## config.mk

```make
export PLATFORM = sky130hd
export DESIGN_NAME = swbv_cordic
export DESIGN_NICKNAME = d
export VERILOG_FILES = /design/src/design/swbv_pkg.sv /design/src/design/swbv_cordic.sv
export SDC_FILE = /design/constraint.sdc
export NUM_CORES = 2
export LEC_CHECK = 0
export BUFFER_PORTS_ARGS = -buffer_cell sky130_fd_sc_hd__buf_2
export CAP_MARGIN = 20
export CORE_MARGIN = 2
export CORE_UTILIZATION = 45
export CTS_BUF_LIST = sky130_fd_sc_hd__clkbuf_8
export DETAILED_ROUTE_END_ITERATION = 16
export GPL_TIMING_DRIVEN = 0
export PLACE_DENSITY_LB_ADDON = 0.05
export SETUP_SLACK_MARGIN = 0.5
export SLEW_MARGIN = 10
export SYNTH_ARGS = -nofsm -noshare
export SYNTH_HDL_FRONTEND = slang
export SYNTH_SLANG_ARGS = --single-unit
export TNS_END_PERCENT = 30
```

## constraint.sdc

```tcl
create_clock -name clk_i -period 6.9 [get_ports clk_i]
set_input_delay 1.38 -clock clk_i [delete_from_list [all_inputs] [get_ports clk_i]]
set_output_delay 1.38 -clock clk_i [all_outputs]
set_load 0.01 [all_outputs]
```

## src/design/swbv_pkg.sv

```systemverilog
// ----------------------------------------------------------------------------
// swbv_pkg
// Shared constants, register codes and the CORDIC arctangent table.
// ----------------------------------------------------------------------------
package swbv_pkg;

  localparam int unsigned CordicStagesDef = 16;
  localparam int unsigned PhaseBitsDef    = 32;
  localparam int unsigned AtanEntries     = 30;
  localparam int unsigned DataW           = 32;
  localparam int unsigned CfgIdxW         = 3;
  localparam int unsigned CordicW         = 34;

  localparam logic signed [CordicW-1:0] CordicGain = 34'sh026DD3B6A;
  localparam logic signed [CordicW-1:0] OneQ30     = 34'sh040000000;
  localparam logic signed [63:0]        HalfQ30    = 64'sh20000000;

  typedef enum logic [CfgIdxW-1:0] {
    REG_WAVE_KX   = 3'd0,
    REG_WAVE_KY   = 3'd1,
    REG_WAVE_KZ   = 3'd2,
    REG_TIME_FREQ = 3'd3,
    REG_AMPLITUDE = 3'd4,
    REG_OFFSET    = 3'd5
  } cfg_idx_e;

  localparam logic [31:0] AtanTurns [AtanEntries] = '{
    32'h20000000, 32'h12E4051E, 32'h09FB385B, 32'h051111D4, 32'h028B0D43,
    32'h0145D7E1, 32'h00A2F61E, 32'h00517C55, 32'h0028BE53, 32'h00145F2F,
    32'h000A2F98, 32'h000517CC, 32'h00028BE6, 32'h000145F3, 32'h0000A2FA,
    32'h0000517D, 32'h000028BE, 32'h0000145F, 32'h00000A30, 32'h00000518,
    32'h0000028C, 32'h00000146, 32'h000000A3, 32'h00000051, 32'h00000029,
    32'h00000014, 32'h0000000A, 32'h00000005, 32'h00000003, 32'h00000001
  };

endpackage

```

## src/design/swbv_cordic.sv

```systemverilog
// ----------------------------------------------------------------------------
// swbv_cordic
// Pipelined rotation-mode CORDIC giving the cosine of a turn angle in Q2.30.
// ----------------------------------------------------------------------------
module swbv_cordic #(
  parameter int unsigned CORDIC_STAGES = swbv_pkg::CordicStagesDef
) (
  input  logic               clk_i,
  input  logic               rst_ni,
  input  logic               en_i,
  input  logic               valid_i,
  input  logic        [31:0] ang_i,
  output logic               valid_o,
  output logic signed [31:0] cos_o
);

  localparam int unsigned Ns =
    (CORDIC_STAGES < swbv_pkg::AtanEntries) ? CORDIC_STAGES : swbv_pkg::AtanEntries;
  localparam int unsigned W = swbv_pkg::CordicW;

  logic signed [W-1:0] x_q [Ns+1];
  logic signed [W-1:0] y_q [Ns+1];
  logic signed [W-1:0] z_q [Ns+1];
  logic        [1:0]   quad_q [Ns+1];
  logic                vld_q [Ns+1];
  logic signed [W-1:0] r_s;
  logic signed [31:0]  cos_q;
  logic                vld_out_q;

  assign x_q[0]    = swbv_pkg::CordicGain;
  assign y_q[0]    = '0;
  assign z_q[0]    = W'(ang_i[29:0]);
  assign quad_q[0] = ang_i[31:30];
  assign vld_q[0]  = valid_i;

  for (genvar i = 0; i < Ns; i++) begin : g_stage
    logic signed [W-1:0] atan_s;
    assign atan_s = W'(swbv_pkg::AtanTurns[i]);

    always_ff @(posedge clk_i or negedge rst_ni) begin
      if (!rst_ni) begin
        vld_q[i+1] <= 1'b0;
      end else if (en_i) begin
        vld_q[i+1] <= vld_q[i];
      end
    end

    always_ff @(posedge clk_i) begin
      if (en_i) begin
        quad_q[i+1] <= quad_q[i];
        if (!z_q[i][W-1]) begin
          x_q[i+1] <= x_q[i] - (y_q[i] >>> i);
          y_q[i+1] <= y_q[i] + (x_q[i] >>> i);
          z_q[i+1] <= z_q[i] - atan_s;
        end else begin
          x_q[i+1] <= x_q[i] + (y_q[i] >>> i);
          y_q[i+1] <= y_q[i] - (x_q[i] >>> i);
          z_q[i+1] <= z_q[i] + atan_s;
        end
      end
    end
  end

  always_comb begin
    unique case (quad_q[Ns])
      2'd0:    r_s = x_q[Ns];
      2'd1:    r_s = -y_q[Ns];
      2'd2:    r_s = -x_q[Ns];
      default: r_s = y_q[Ns];
    endcase
  end

  always_ff @(posedge clk_i or negedge rst_ni) begin
    if (!rst_ni) begin
      vld_out_q <= 1'b0;
    end else if (en_i) begin
      vld_out_q <= vld_q[Ns];
    end
  end

  always_ff @(posedge clk_i) begin
    if (en_i) begin
      if (r_s > swbv_pkg::OneQ30) begin
        cos_q <= 32'(swbv_pkg::OneQ30);
      end else if (r_s < -swbv_pkg::OneQ30) begin
        cos_q <= 32'(-swbv_pkg::OneQ30);
      end else begin
        cos_q <= 32'(r_s);
      end
    end
  end

  assign valid_o = vld_out_q;
  assign cos_o   = cos_q;

endmodule

```

==> metrics <==
maxcap violations=0; crit path capture type=flip-flop; grt ovf=0; Cells after DPL=16,021; reg2reg start=z_q[305]; largest net degree at the start of global routing=165; Netlist cell types=89; ys flop type=edfxtp_1; worst skew pair latency=1020 ps; Starting Density=45.1%; Buffers on Ports=68; first-pass GRT wire length=513,000 um; number of placement rows=190; Setup Skew=84.2 ps; PnR worst setup slack=538 ps; Worst Path Arrival=7140 ps; deepest clock path buffer count=4; Via density=5.66; Worst Setup SP=z_q[305]; die height=522 um; Ports=69; DRT iter0 DRCs=6,034; total wire length=329,000 um; DIE AREA=272,000 um2; cts bufs inserted=288; CP top delay family=compound AO/OA/AOI/OAI gates; # clock sinks=1,495; CTS tree=done; FF-to-FF End=x_q[270]; RSZ-0062 raised after global routing=yes; GR Util All Layers=23.6%; CP Cell Sequence=buf_16 > clkbuf_1 > clkbuf_1 > nor2_1 > xor2_1 > ha_1 > a211oi_1 > o21a_1 > o21ai_0 > nand3_1 > o21ai_0 > o41ai_1 > clkbuf_2 > o41ai_1 > a211oi_1 > nor3_1 > xor2_1; final hold viol count=0; Max Freq=0.157 GHz; Final Wtd Congestion=0.921; CP Buf/Inv Count=4; HPWL Detailed=262,000 um; Critical Path RT=7680 ps; Root Driver=clkbuf_8; number of synthesized register bits=1,495; Reg clk slew, reported paths=60 ps; Final setup viols=0; CP Class=flip-flop to flip-flop; sequential standard cell area=44,800 um2; Ys Warns=0; Synth Cell Area=121,000 um2; total number of vias=93,646; DRC=0; Area Overhead vs Synth=9.26%; crit path time final=6360 ps; fillers=24,949; initial antenna violation count=6; EDFF count, synth=1,478; CP Max Fanout=12; R2R setup slack=540 ps; critical path launch point type=flip-flop; syn_nets=13,776; worst slack, placed=-311 ps; Chip Width=522 um; Synth area leader=edfxtp_1; outcome=finished clean; WL per Instance=19.9 um; HP Class=input port to asynchronous set/reset pin; Seq/Total Area, Yosys=37.1%; final worst-path cycle share=92.2%; Syn Area/Cell=9.75 um2; Slew HR=27.6%; # hold bufs at CTS=0; layout cells sized above 1=5.50%; remaining antenna violation count=0; reg2reg path depth=17; H-tree levels=5; Initial DRT Pass Iterations=8; most numerous cell in the Yosys netlist=edfxtp_1; Max Slew Vio Count=0; Final Net Count=14,167; top post-synthesis cells by area=edfxtp_1 (37%), ha_1 (14%), xnor2_1 (8.7%), a21oi_1 (5.6%), xor2_1 (4.0%); synthesized instance count=12,381; vias in the first global route=91,379; Worst path max stage delay=910 ps; crit path max-delay cell type=o41ai_1; Commonest cells post-synth=edfxtp_1 (1,478), a21oi_1 (1,343), ha_1 (1,320); ys async rst share=1.14%; Core Footprint=267,000 um2; worst slew pin tran=1080 ps; hold_ws=321 ps; top cell type's share of synthesized area=36.8%; final std cells w/o fill=16,549; multi-input logic area=73,200 um2
[stage by stage]
| stage | setup TNS, ps | area (um2) | util (%) |
|---|---|---|---|
| 3_5_place_dp | -743 | 126000 | 47.1 |
| 2_1_floorplan | 0 | 121000 | - |
| 4_1_cts | 0 | 132000 | 49.2 |
| 6_report | 0 | 132000 | 49.3 |
| 5_1_grt | 0 | 132000 | 49.3 |
| 3_3_place_gp | - | 125000 | 46.9 |
[state kept, by name, indices dropped and copies added, names as in the netlist]
signal	cells
vld_q	16
x_q	472
y_q	470
valid_o	1
cos_o	32
z_q	472
quad_q	32
[how the worst max path moves through the flow]
stage               slack (ps)  depth (start not counted)   endpoint
floorplan                 2090                         16   x_q[406]
global placement        -19480                          4  vld_q[15]
detailed placement        -310                         16   x_q[406]
CTS                        230                         17   y_q[339]
global route               330                         17   x_q[270]
finish                     540                         17   x_q[270]
[area by class of cell]
class / instances / share of cell area (%)
Multi-Input combinational cell: 10178 / 55.5
Sequential cell: 1495 / 34.0
Tap cell: 3552 / 3.37
Clock buffer: 296 / 3.09
Inverter: 534 / 1.52
Clock inverter: 218 / 1.20
Timing Repair Buffer: 101 / 0.768
Buffer: 173 / 0.526
Timing Repair inverter: 1 / 0.00380
Antenna cell: 1 / 0.00190
[routing by layer]
layer	track usage [%]	wire [um]
met5	0	7
met4	7.92	10800
met3	2.60	13600
met2	39.6	154000
met1	31.5	151000
[cell usage in the layout, fill, tap and decap left out, types with 44 or more instances in the layout]
| cell | netlist | final |
|---|---|---|
| nor2b_1 | 180 | 180 |
| a21oi_1 | 1343 | 1343 |
| nor3_1 | 334 | 334 |
| inv_1 | 531 | 601 |
| a21o_1 | 507 | 507 |
| ha_1 | 1320 | 1320 |
| o21a_1 | 222 | 222 |
| nand3_1 | 197 | 197 |
| and3_1 | 106 | 106 |
| o21ai_0 | 563 | 563 |
| o21bai_1 | 163 | 163 |
| o31a_1 | 49 | 49 |
| nor2_1 | 1159 | 1159 |
| buf_2 | 2 | 72 |
| clkbuf_1 | 136 | 126 |
| edfxtp_1 | 1478 | 1478 |
| nand2b_1 | 185 | 185 |
| nand4_1 | 77 | 77 |
| a31oi_1 | 115 | 115 |
| or3_1 | 97 | 97 |
| nor4_1 | 101 | 99 |
| or2_2 | 52 | 52 |
| mux2i_1 | 56 | 56 |
| and2_1 | 102 | 102 |
| o211ai_1 | 44 | 44 |
| mux2_2 | 77 | 77 |
| xor2_1 | 550 | 550 |
| a211oi_1 | 135 | 135 |
| nand2_1 | 553 | 553 |
| clkinv_1 | 3 | 60 |
| xnor2_1 | 1200 | 1200 |
| clkbuf_8 | 0 | 296 |
| o31ai_1 | 66 | 66 |
[logic make-up after synthesis]
kind of cell               synth area share, %
AOI/OAI and AO/OA                         19.1
and+or+nand+nor                           13.3
xor gates and xnor gates                  12.7
DFF                                       37.1
adders and majority gates                 14.3
buffers and inverters                     2.23
muxes                                     1.22
[timing repair]
action                                  CTS  global route
pin swaps                                 0             0
cloned                                    1             0
resized for setup                         4            21
endpoints found under the setup margin   13            46
setup buffers                             1             5
[worst register-to-register path, cell delays in order (launching register included)]
cell and delay, ps:
edfxtp_1 760, buf_16 220, clkbuf_1 580, clkbuf_1 520, nor2_1 130, xor2_1 220, ha_1 390, a211oi_1 120
o21a_1 220, o21ai_0 230, nand3_1 150, o21ai_0 470, o41ai_1 170, clkbuf_2 190, o41ai_1 910, a211oi_1 230
nor3_1 300, xor2_1 320
Power is not shown: default switching activity piles up to over one toggle a cycle in this logic, so the estimate is an artifact.
